[config.mk]
export PLATFORM = sky130hd
export DESIGN_NAME = register_frame_link_host_top
export DESIGN_NICKNAME = d
export VERILOG_FILES = /design/src/rtl/rfl_pkg.sv /design/src/rtl/register_frame_link_host_top.sv /design/src/rtl/rfl_front.sv /design/src/rtl/rfl_queue.sv /design/src/rtl/rfl_back.sv
export SDC_FILE = /design/constraint.sdc
export NUM_CORES = 1
export LEC_CHECK = 0
export BUFFER_PORTS_ARGS = -buffer_cell sky130_fd_sc_hd__buf_2
export CAP_MARGIN = 20
export CELL_PAD_IN_SITES_DETAIL_PLACEMENT = 0
export CELL_PAD_IN_SITES_GLOBAL_PLACEMENT = 1
export CORE_MARGIN = 2
export CORE_UTILIZATION = 40
export DETAILED_ROUTE_END_ITERATION = 10
export GPL_TIMING_DRIVEN = 0
export PLACE_DENSITY = 0.73
export SYNTH_ARGS = -nofsm -noshare
export SYNTH_HDL_FRONTEND = slang
export SYNTH_SLANG_ARGS = --single-unit
[constraint.sdc]
create_clock -name clk_i -period 6 [get_ports clk_i]
set_clock_uncertainty 0.15 [all_clocks]
set_input_delay 0.9 -clock clk_i [delete_from_list [all_inputs] [get_ports clk_i]]
set_output_delay 0.9 -clock clk_i [all_outputs]
set_load 0.01 [all_outputs]
[src/rtl/rfl_pkg.sv]
package rfl_pkg;

  localparam logic [7:0] StxByte   = 8'h02;
  localparam logic [7:0] WriteByte = 8'h37;
  localparam logic [7:0] ReadByte  = 8'h38;
  localparam logic [7:0] AckByte   = 8'h06;
  localparam logic [7:0] NackByte  = 8'h15;
  localparam logic [7:0] CountByte = 8'h01;

  localparam logic [7:0] AckSum  = 8'(StxByte + WriteByte + AckByte);
  localparam logic [7:0] NackSum = 8'(StxByte + WriteByte + NackByte);

  typedef enum logic [1:0] {
    CMD_READ  = 2'd0,
    CMD_WRITE = 2'd1,
    CMD_RX    = 2'd2
  } cmd_e;

  typedef enum logic [2:0] {
    ST_ACK       = 3'd0,
    ST_NACK      = 3'd1,
    ST_UNKNOWN   = 3'd2,
    ST_READ_OK   = 3'd3,
    ST_SUM_ERR   = 3'd4,
    ST_HEAD_ERR  = 3'd5
  } status_e;

  typedef enum logic [1:0] {
    JOB_READ   = 2'd0,
    JOB_WRITE  = 2'd1,
    JOB_REPORT = 2'd2
  } job_e;

  // One unit of work for the transmit side: a request frame or a reply report.
  typedef struct packed {
    job_e       kind;
    logic [7:0] addr;
    logic [7:0] data;    // write value, or read value of a report
    status_e    status;
  } job_t;

endpackage

[src/rtl/register_frame_link_host_top.sv]
// Host side of a byte-framed register link. Input transfers carry a read
// request, a write request or one received reply byte (tuser selects which).
// A read request yields five transmit transfers and a write request six, the
// last one flagged by tlast and holding the 8-bit additive sum; the fourth
// reply byte after a request yields one report transfer (tuser high) with
// the reply status and read value, and other reply bytes yield nothing. The
// receiver is classified on input, so an input transfer is taken every cycle
// while the job queue has room. The single output port sends one transfer
// per cycle while m_axis_tready is high; a request takes five or six
// transfers and a report one. Each job passes through the queue and then
// the output register. QueueDepth jobs can wait between the two sides.
module register_frame_link_host_top #(
  parameter int QueueDepth = 4
) (
  input  logic        clk_i,
  input  logic        rst_ni,
  input  logic        s_axis_tvalid,
  output logic        s_axis_tready,
  input  logic [23:0] s_axis_tdata,   // reg_addr, wr_value, rx_byte
  input  logic [1:0]  s_axis_tuser,   // command
  output logic        m_axis_tvalid,
  input  logic        m_axis_tready,
  output logic [23:0] m_axis_tdata,   // tx_byte, reply_status, read_value, zero pad
  output logic        m_axis_tlast,   // tx_last
  output logic        m_axis_tuser    // out_kind
);
  import rfl_pkg::*;

  logic full, push, pop, job_valid;
  job_t push_job, head_job;

  rfl_front u_front (
    .clk_i         (clk_i),
    .rst_ni        (rst_ni),
    .s_axis_tvalid (s_axis_tvalid),
    .s_axis_tready (s_axis_tready),
    .s_axis_tdata  (s_axis_tdata),
    .s_axis_tuser  (s_axis_tuser),
    .full_i        (full),
    .push_o        (push),
    .job_o         (push_job)
  );

  rfl_queue #(
    .Depth (QueueDepth)
  ) u_queue (
    .clk_i   (clk_i),
    .rst_ni  (rst_ni),
    .push_i  (push),
    .data_i  (push_job),
    .full_o  (full),
    .pop_i   (pop),
    .valid_o (job_valid),
    .data_o  (head_job)
  );

  rfl_back u_back (
    .clk_i         (clk_i),
    .rst_ni        (rst_ni),
    .job_valid_i   (job_valid),
    .job_i         (head_job),
    .job_pop_o     (pop),
    .m_axis_tvalid (m_axis_tvalid),
    .m_axis_tready (m_axis_tready),
    .m_axis_tdata  (m_axis_tdata),
    .m_axis_tlast  (m_axis_tlast),
    .m_axis_tuser  (m_axis_tuser)
  );

endmodule

[src/rtl/rfl_front.sv]
module rfl_front (
  input  logic          clk_i,
  input  logic          rst_ni,
  input  logic          s_axis_tvalid,
  output logic          s_axis_tready,
  input  logic [23:0]   s_axis_tdata,   // reg_addr, wr_value, rx_byte
  input  logic [1:0]    s_axis_tuser,   // command
  input  logic          full_i,
  output logic          push_o,
  output rfl_pkg::job_t job_o
);
  import rfl_pkg::*;

  logic       pending_q, pending_d;
  logic       expect_rd_q, expect_rd_d;
  logic [1:0] pos_q, pos_d;
  logic [7:0] sum_q, sum_d;
  logic [7:0] hdr_q [3];

  logic       accept;
  logic [7:0] reg_addr, wr_value, rx_byte;
  logic       head_wr, hdr_wr;
  status_e    status;
  logic [7:0] value;

  assign reg_addr = s_axis_tdata[7:0];
  assign wr_value = s_axis_tdata[15:8];
  assign rx_byte  = s_axis_tdata[23:16];

  assign s_axis_tready = !full_i;
  assign accept        = s_axis_tvalid && s_axis_tready;

  // Judge the final reply byte against the gathered header.
  always_comb begin
    head_wr = (hdr_q[0] == StxByte) && (hdr_q[1] == WriteByte);
    value   = '0;
    if (expect_rd_q) begin
      if (rx_byte != sum_q) begin
        status = ST_SUM_ERR;
      end else if (hdr_q[0] != StxByte || hdr_q[1] != ReadByte) begin
        status = ST_HEAD_ERR;
      end else begin
        status = ST_READ_OK;
        value  = hdr_q[2];
      end
    end else if (head_wr && hdr_q[2] == AckByte && rx_byte == AckSum) begin
      status = ST_ACK;
    end else if (head_wr && hdr_q[2] == NackByte && rx_byte == NackSum) begin
      status = ST_NACK;
    end else begin
      status = ST_UNKNOWN;
    end
  end

  always_comb begin
    pending_d   = pending_q;
    expect_rd_d = expect_rd_q;
    pos_d       = pos_q;
    sum_d       = sum_q;
    hdr_wr      = 1'b0;
    push_o      = 1'b0;
    job_o.kind   = JOB_REPORT;
    job_o.addr   = reg_addr;
    job_o.data   = wr_value;
    job_o.status = status;
    if (accept) begin
      case (cmd_e'(s_axis_tuser))
        CMD_READ, CMD_WRITE: begin
          push_o      = 1'b1;
          job_o.kind  = (cmd_e'(s_axis_tuser) == CMD_WRITE) ? JOB_WRITE : JOB_READ;
          pending_d   = 1'b1;
          expect_rd_d = (cmd_e'(s_axis_tuser) == CMD_READ);
          pos_d       = '0;
          sum_d       = '0;
        end
        CMD_RX: begin
          if (pending_q) begin
            if (pos_q != 2'd3) begin
              hdr_wr = 1'b1;
              sum_d  = sum_q + rx_byte;
              pos_d  = pos_q + 2'd1;
            end else begin
              push_o     = 1'b1;
              job_o.data = value;
              pending_d  = 1'b0;
              pos_d      = '0;
              sum_d      = '0;
            end
          end
        end
        default: begin
        end
      endcase
    end
  end

  always_ff @(posedge clk_i or negedge rst_ni) begin
    if (!rst_ni) begin
      pending_q   <= 1'b0;
      expect_rd_q <= 1'b0;
      pos_q       <= '0;
      sum_q       <= '0;
    end else begin
      pending_q   <= pending_d;
      expect_rd_q <= expect_rd_d;
      pos_q       <= pos_d;
      sum_q       <= sum_d;
    end
  end

  always_ff @(posedge clk_i) begin
    if (hdr_wr) begin
      hdr_q[pos_q] <= rx_byte;
    end
  end

endmodule

[src/rtl/rfl_queue.sv]
module rfl_queue #(
  parameter int Depth = 4
) (
  input  logic          clk_i,
  input  logic          rst_ni,
  input  logic          push_i,
  input  rfl_pkg::job_t data_i,
  output logic          full_o,
  input  logic          pop_i,
  output logic          valid_o,
  output rfl_pkg::job_t data_o
);
  import rfl_pkg::*;

  localparam int PtrW = (Depth > 1) ? $clog2(Depth) : 1;
  localparam int CntW = $clog2(Depth + 1);

  job_t            mem_q [Depth];
  logic [PtrW-1:0] wr_ptr_q, wr_ptr_d;
  logic [PtrW-1:0] rd_ptr_q, rd_ptr_d;
  logic [CntW-1:0] count_q, count_d;

  assign full_o  = (count_q == CntW'(Depth));
  assign valid_o = (count_q != '0);
  assign data_o  = mem_q[rd_ptr_q];

  always_comb begin
    wr_ptr_d = wr_ptr_q;
    rd_ptr_d = rd_ptr_q;
    count_d  = count_q;
    if (push_i) begin
      wr_ptr_d = (wr_ptr_q == PtrW'(Depth - 1)) ? '0 : wr_ptr_q + 1'b1;
    end
    if (pop_i) begin
      rd_ptr_d = (rd_ptr_q == PtrW'(Depth - 1)) ? '0 : rd_ptr_q + 1'b1;
    end
    if (push_i && !pop_i) begin
      count_d = count_q + 1'b1;
    end else if (pop_i && !push_i) begin
      count_d = count_q - 1'b1;
    end
  end

  always_ff @(posedge clk_i or negedge rst_ni) begin
    if (!rst_ni) begin
      wr_ptr_q <= '0;
      rd_ptr_q <= '0;
      count_q  <= '0;
    end else begin
      wr_ptr_q <= wr_ptr_d;
      rd_ptr_q <= rd_ptr_d;
      count_q  <= count_d;
    end
  end

  always_ff @(posedge clk_i) begin
    if (push_i) begin
      mem_q[wr_ptr_q] <= data_i;
    end
  end

`ifndef NO_ASSERTIONS
  a_no_overflow: assert property (@(posedge clk_i) disable iff (!rst_ni)
    !(push_i && full_o))
    else $error("queue written while full");
  a_no_underflow: assert property (@(posedge clk_i) disable iff (!rst_ni)
    !(pop_i && !valid_o))
    else $error("queue read while empty");
  a_count_range: assert property (@(posedge clk_i) disable iff (!rst_ni)
    count_q <= CntW'(Depth))
    else $error("queue fill count out of range");
  a_count_track: assert property (@(posedge clk_i) disable iff (!rst_ni)
    (push_i && !pop_i) |=> (count_q == $past(count_q) + 1'b1))
    else $error("fill count missed a write");
`endif

endmodule

[src/rtl/rfl_back.sv]
module rfl_back (
  input  logic          clk_i,
  input  logic          rst_ni,
  input  logic          job_valid_i,
  input  rfl_pkg::job_t job_i,
  output logic          job_pop_o,
  output logic          m_axis_tvalid,
  input  logic          m_axis_tready,
  output logic [23:0]   m_axis_tdata,   // tx_byte, reply_status, read_value, zero pad
  output logic          m_axis_tlast,   // tx_last
  output logic          m_axis_tuser    // out_kind
);
  import rfl_pkg::*;

  logic       busy_q, busy_d;
  logic [2:0] step_q, step_d;
  logic [7:0] sum_q, sum_d;
  job_t       job_q, job_d;

  logic        valid_q, valid_d;
  logic [23:0] data_q, data_d;
  logic        last_q, last_d;
  logic        kind_q, kind_d;

  job_t       cur;
  logic [2:0] step;
  logic [7:0] sum;
  logic       fire;
  logic       done;
  logic [7:0] tx_byte;
  logic       tx_last;
  logic       is_wr;

  always_comb begin
    cur     = busy_q ? job_q : job_i;
    step    = busy_q ? step_q : '0;
    sum     = busy_q ? sum_q : '0;
    fire    = (busy_q || job_valid_i) && (!valid_q || m_axis_tready);
    is_wr   = (cur.kind == JOB_WRITE);
    tx_byte = '0;
    tx_last = 1'b0;
    done    = 1'b1;
    if (cur.kind != JOB_REPORT) begin
      case (step)
        3'd0:    tx_byte = StxByte;
        3'd1:    tx_byte = is_wr ? WriteByte : ReadByte;
        3'd2:    tx_byte = cur.addr;
        3'd3:    tx_byte = CountByte;
        3'd4:    tx_byte = is_wr ? cur.data : sum;
        default: tx_byte = sum;
      endcase
      tx_last = is_wr ? (step == 3'd5) : (step == 3'd4);
      done    = tx_last;
    end
  end

  assign job_pop_o = fire && !busy_q;

  always_comb begin
    busy_d  = busy_q;
    step_d  = step_q;
    sum_d   = sum_q;
    job_d   = job_q;
    valid_d = valid_q;
    data_d  = data_q;
    last_d  = last_q;
    kind_d  = kind_q;
    if (fire) begin
      valid_d = 1'b1;
      last_d  = tx_last;
      if (cur.kind == JOB_REPORT) begin
        kind_d = 1'b1;
        data_d = {5'd0, cur.data, cur.status, 8'd0};
      end else begin
        kind_d = 1'b0;
        data_d = {16'd0, tx_byte};
      end
      // Advance through the frame, or release the job on its final transfer.
      busy_d = !done;
      step_d = step + 3'd1;
      sum_d  = sum + tx_byte;
      job_d  = cur;
    end else if (m_axis_tready) begin
      valid_d = 1'b0;
    end
  end

  always_ff @(posedge clk_i or negedge rst_ni) begin
    if (!rst_ni) begin
      busy_q  <= 1'b0;
      step_q  <= '0;
      valid_q <= 1'b0;
    end else begin
      busy_q  <= busy_d;
      step_q  <= step_d;
      valid_q <= valid_d;
    end
  end

  always_ff @(posedge clk_i) begin
    sum_q  <= sum_d;
    job_q  <= job_d;
    data_q <= data_d;
    last_q <= last_d;
    kind_q <= kind_d;
  end

  assign m_axis_tvalid = valid_q;
  assign m_axis_tdata  = data_q;
  assign m_axis_tlast  = last_q;
  assign m_axis_tuser  = kind_q;

`ifndef NO_ASSERTIONS
  a_busy_step: assert property (@(posedge clk_i) disable iff (!rst_ni)
    busy_q |-> (step_q != 3'd0 && job_q.kind != JOB_REPORT))
    else $error("frame in progress with bad step or job kind");
  a_step_bound: assert property (@(posedge clk_i) disable iff (!rst_ni)
    busy_q |-> (step_q <= 3'd5))
    else $error("frame step beyond sum byte");
  a_pop_idle: assert property (@(posedge clk_i) disable iff (!rst_ni)
    job_pop_o |-> !busy_q)
    else $error("job taken while frame in progress");
`endif

endmodule
; After elaboration in Yosys (flattened, before gate mapping)
; Memory sizes are Yosys's and may differ from the RTL's.
; Cells that the tools add are included.
[totals]
ff_bits = 79
ramBits = 108
inputBits = 30
out_inout_bits = 28
word_cells = 133
memories = 2
[memory_table]
columns = memory, depth, width, rd, rd_ports_with_merged_regs, write_ports, line
row1 = u_queue.mem_q, 4, 21, 1, 0, 1, rfl_queue.sv:18  ; job_t mem_q [Depth];
row2 = u_front.hdr_q, 3, 8, 3, 0, 1, rfl_front.sv:18  ; logic [7:0] hdr_q [3];
[op_classes]
n_addsub = 8
eq_ne = 24
n_mux = 50
reduce_logical = 29
[ops]
columns = op, n
row1 = two-way mux 8 bit, 12
row2 = one-hot mux 8 bit (5 select lines), 1
row3 = two-way mux 21 bit, 1
row4 = two-way mux 3 bit, 7
row5 = two-way mux 1 bit, 17
row6 = adder 8 bit, 2
row7 = "== test 8 x 6 -> 1 bit, second input constant", 2
row8 = one-hot mux 8 bit (2 select lines), 1
row9 = two-way mux 2 bit, 7
row10 = logical AND 1 bit, 10
row11 = "== test 3 bit, second input constant", 3
row12 = "== test 2 bit, second input constant", 4
row13 = "== test 8 x 2 -> 1 bit, second input constant", 1
row14 = "== test 8 x 3 -> 1 bit, second input constant", 1
row15 = "== test 8 x 5 -> 1 bit, second input constant", 1
row16 = "== test 8 x 7 -> 1 bit, second input constant", 1
row17 = "inequality test 8 x 2 -> 1 bit, second input constant", 1
row18 = "inequality test 8 x 6 -> 1 bit, second input constant", 1
row19 = inequality test 8 bit, 1
row20 = "adder 2 x 1 -> 2 bit, second input constant", 3
row21 = "adder 3 x 1 -> 3 bit, second input constant", 2
row22 = "== test 3 x 2 -> 1 bit, second input constant", 2
row23 = logical NOT 1 bit, 6
row24 = nonzero test 2 bit, 3
row25 = other kinds (15), 21

; Logic depth before layout (Yosys ltp)
; An unclocked memory read counts as a cell.
[logic_depth]
depth_word = 10
mapped_depth = 17
depth_no_buf = 15

; By module
; A second synthesis with hierarchy kept.
[unflattened]
hier_cells = 579
hier_area_um2 = 8308.0
[by_module_without_submodules]
columns = module, instances, cells_each, area_each_um2, seq_area_each_um2
row1 = rfl_queue, 1, 147, 3480.8, 2697.6
row2 = rfl_back, 1, 256, 2875.3, 1626.6
row3 = rfl_front, 1, 176, 1951.9, 1021.0

; Worst setup path before layout
; OpenSTA, ideal clock, no wires.
[synth_path]
path_type = input port to flip-flop
start = input m_axis_tready
end = register u_back.busy_q
setup_ns = 0.078
arrival_ns = 3.624
required_ns = 5.772
path_slack_ns = 2.149
path_stages = 3
n_path_buf = 0
cell_sequence = nor2b_1 -> nor2_1 -> a32o_1
[synth_between]
elab_chain_len = 2
[synth_lines]
columns = element, line
row1 = start: declaration, register_frame_link_host_top.sv:22  ; input logic m_axis_tready,
row2 = logical OR 1 bit, rfl_back.sv:38  ; fire = (busy_q || job_valid_i) && (!valid_q || m_axis_tready);
row3 = logical AND 1 bit, rfl_back.sv:38
row4 = net u_back.fire, rfl_back.sv:28  ; logic fire;
row5 = end signal: assignment, rfl_back.sv:94  ; busy_q <= busy_d;
row6 = end: declaration, rfl_back.sv:15  ; logic busy_q, busy_d;
; The timed path passes the listed nets, and every way through them passes these cells.
; A chain may end at the register's enable or synchronous reset.

; Final worst setup path
[layout_path]
start = register u_queue.rd_ptr_q[0]
end = register u_back.sum_q[7], data pin
[layout_between]
elab_chain_len = 7
elab_cells_between_ends = 9
cone_classes = add/sub: 1 / eq/ne: 2 / mux: 5 / memory: 1
[layout_lines]
columns = element, line
row1 = start: declaration, rfl_queue.sv:20  ; logic [PtrW-1:0] rd_ptr_q, rd_ptr_d;
row2 = start signal: assignment, rfl_queue.sv:51  ; rd_ptr_q <= rd_ptr_d;
row3 = memory (4 x 21 bit) *, -
row4 = two-way mux 21 bit *, rfl_back.sv:35  ; cur = busy_q ? job_q : job_i;
row5 = == test 2 x 1 -> 1 bit, rfl_back.sv:39  ; is_wr = (cur.kind == JOB_WRITE);
row6 = two-way mux 8 bit / two-way mux 4 bit (equally long branches), "rfl_back.sv:49, rfl_back.sv:46"
row7 = one-hot mux 8 bit (5 select lines), rfl_back.sv:44  ; case (step)
row8 = two-way mux 8 bit *, rfl_back.sv:43  ; if (cur.kind != JOB_REPORT) begin
row9 = net u_back.tx_byte[3], rfl_back.sv:30  ; logic [7:0] tx_byte;
row10 = adder 8 bit *, rfl_back.sv:81  ; sum_d = sum + tx_byte;
row11 = end signal: assignment, rfl_back.sv:101  ; sum_q <= sum_d;
row12 = end: declaration, rfl_back.sv:17  ; logic [7:0] sum_q, sum_d;
; The timed path passes the listed nets; every way through them passes the cells marked *.

==> results by group <==
Timing
  • Fin Hold WS: 313 ps
  • Unrepaired setup endpoints after global routing: no
  • Min cycle time layout: 4200 ps
  • Setup violations, final: 0
  • TNS Setup: 0 ps
  • Final hold vios: 0
  • Slew Viols, Final: 0
  • Max transition margin: 48.4%
  • Measured slew at the worst slew-check pin: 773 ps
  • Period utilization: 70.0%
  • Max Clk Rate: 0.238 GHz

Setup path
  • WP data required: 6030 ps
  • Worst Path Max Fanout: 10
  • Critical path class: reg -> reg
  • R2R depth: 14
  • Startpoint types: flop
  • Critical path endpoint category: flop
  • Critical path data arrival time: 4230 ps

Clock network
  • Clock buffer depth: 2
  • CTS clk-pin slew, worst paths: 70 ps
  • Sink Count: 182
  • Post-CTS Setup Inserts: 0
  • Hold_buf cts: 0
  • H-tree depth: 4
  • Cts repair resizes: 0
  • Worst skew pair latency: 440 ps
  • Clk root buf: clkbuf_16
  • Number of buffers created by CTS: 17
  • CTS tree: built

Global route
  • Total Routing Usage GR: 16.3%
  • Pin count of the biggest net entering global routing: 30
  • Vias in the first global route: 5000
  • Overflow after GRT: 0
  • First-pass GRT wire length: 27100 µm
  • Initial antenna violation count: 0

Drt
  • DRC viols: 0
  • Routed length per instance: 18.0 µm
  • DRT iter0 DRCs: 334
  • Vias: 4869
  • ANT nets after route: 0
  • DRT Wirelength: 16700 µm
  • Via/cell ratio: 5.26
  • Drt pass-1 iters: 6

Final layout
  • Final core occ: 47.5%
  • Share of cells above drive strength 1: 23.2%
  • Nets: 700
  • Antenna fix cells: 0
  • Area Growth Syn to Fin: 16.3%

Synth
  • Post-Syn Instances: 562
  • Yosys reg bits: 182
  • Mapped Area: 8260 µm²
  • EDFF count, synth: 158
  • Main synth FF type: edfxtp_1
  • Yosys cell types: 65
  • Syn Area/Cell: 14.7 µm²
  • Sequential-to-total area share from yosys stat: 64.7%
  • FFs w/ async S/R, synth: 13.2%
  • Ys Warns: 0

Die
  • Cell row count: 52
  • IO Pins: 58
  • Starting Density: 40.8%
  • Chip width: 148 µm
  • Die ar.: 21800 µm²
  • Core area: 20200 µm²
  • Die H: 148 µm

Power and ir drop
  • Maximum vdd drop: 218 µV
  • Leak Pwr: 3.54 nW
  • PD cells: 495 nW/µm²

Placement
  • Placer Congestion: 0.872
  • Post-DP HPWL: 12300 µm
  • Port buffer count: 52

Flow run
  • Max-cap viol count: 0

Status
  • Status: complete, no violations

Hold path
  • Hold crit path type: in -> async
## cell type report
| type | instances | area [µm²] |
|---|---|---|
| flip-flops and latches | 182 | 5350 |
| inverters | 26 | 97.6 |
| well taps | 270 | 338 |
| repair buffers | 57 | 390 |
| clock buffers | 17 | 425 |
| multi-input cells | 335 | 2730 |
| fillers | 1734 | 10600 |
| plain buffers | 23 | 119 |
| clock inverters | 15 | 161 |
## through the flow
step,worst slack (ps),area (µm²),instances,power (mW)
after global placement,845,8870,888,3.61
final,1800,9610,925,4.75
after CTS,1800,9610,925,4.79
after floorplan,2150,8270,566,3.17
after global routing,1520,9610,925,5.06
after detailed placement,1820,9020,893,3.69
## path summary, 6_finish.rpt
kind	slack, ps	to	startpoint
worst max register to register	1800	u_back.sum_q[7]	u_queue.rd_ptr_q[0]
worst max-delay path	1800	u_back.sum_q[7]	u_queue.rd_ptr_q[0]
min in group clk_i	320	u_front.pending_q	u_front.pending_q
worst min-delay path	310	u_front.sum_q[6]	rst_ni
max in group asynchronous	4980	u_back.step_q[2]	rst_ni
worst min register to register	320	u_front.pending_q	u_front.pending_q
## metal layers
metal	global-route usage [%]	up-vias	share of wire, %
li1	-	2311	-
met1	20.5	2394	43
met2	28.3	143	51
met3	3.92	21	4.7
met4	4.71	0	1.2
met5	0	-	0
## critical path, cell delays in order (launching register included)
cell and delay (ps):
dfrtp_1 370, buf_6 160, mux2i_1 480, nor3_1 110, nor2_1 440, inv_1 240
clkbuf_1 310, a211oi_1 300, ha_1 340, a21oi_1 160, nor2_1 50, a311o_1 350
a21o_1 190, a21oi_1 190, xor2_1 90
## sequential cells by signal, indices dropped and copies added (netlist names), 3 cells and up
name	flops
u_queue.mem_q	84
u_front.hdr_q	24
u_back.job_q	21
u_back.m_axis_tdata	19
u_back.sum_q	8
u_front.sum_q	8
u_back.step_q	3
u_queue.count_q	3
## cells by family (layout without fill, tap and decap cells)
| logic type | count (synthesis) | count (layout) | share of synthesized area [%] |
|---|---|---|---|
| DFF | 182 | 182 | 64.7 |
| and+or+nand+nor | 144 | 144 | 9.18 |
| AOI/OAI and AO/OA | 92 | 92 | 8.09 |
| muxes | 49 | 49 | 9.02 |
| buffers and inverters | 49 | 138 | 2.62 |
| adders and majority gates | 28 | 28 | 4.52 |
| xor gates and xnor gates | 17 | 17 | 1.80 |
| other | 1 | 5 | 0.0454 |
## synthesized netlist by cell type, types with 4 or more instances
master    instances  area, µm²
ha_1             25        313
clkbuf_1         12       45.0
nor2_1           36        135
o21ai_0          19       95.1
and2_1           17        106
edfxtp_1        158       4740
mux4_2           18        405
nor2b_1          13       81.3
nor4_1            5       31.3
o221a_2           4       45.0
a31oi_1           5       31.3
buf_4             6       45.0
o211ai_1          6       45.0
xnor2_1          11       96.3
a21oi_1          17       85.1
nor3_1            7       35.0
nand3b_1          4       30.0
nand2b_1          5       31.3
inv_1            26       97.6
xor2_1            6       52.6
nand2_1          25       93.8
a22o_1           15        131
nand3_1          12       60.1
dfrtp_1          24        601
mux2_2           19        214
mux2i_1          11        110
## report_power, final
part	total, mW	internal [mW]	leakage (nW)	switching (mW)
Clock	1.10	0.590	0.285	0.506
Sequential	1.93	1.79	1.78	0.146
Combinational	1.72	0.749	1.48	0.974
Total	4.75	3.13	3.54	1.63
## cell usage in the layout (no fill, tap or decap), drive strengths merged, types with 6 or more instances in the layout
cell type	netlist	layout
mux2i	11	11
o21ai	19	19
xor2	6	6
nor2b	13	13
mux2	20	20
xnor2	11	11
edfxtp	158	158
nand3	12	12
mux4	18	18
a22o	15	15
a21oi	17	17
inv	26	34
buf	11	68
nand2	25	25
clkbuf	12	29
nor3	8	8
dfrtp	24	24
ha	25	25
o211ai	6	6
nor2	36	36
and2	17	17
Power figures use the tool's default switching activity.
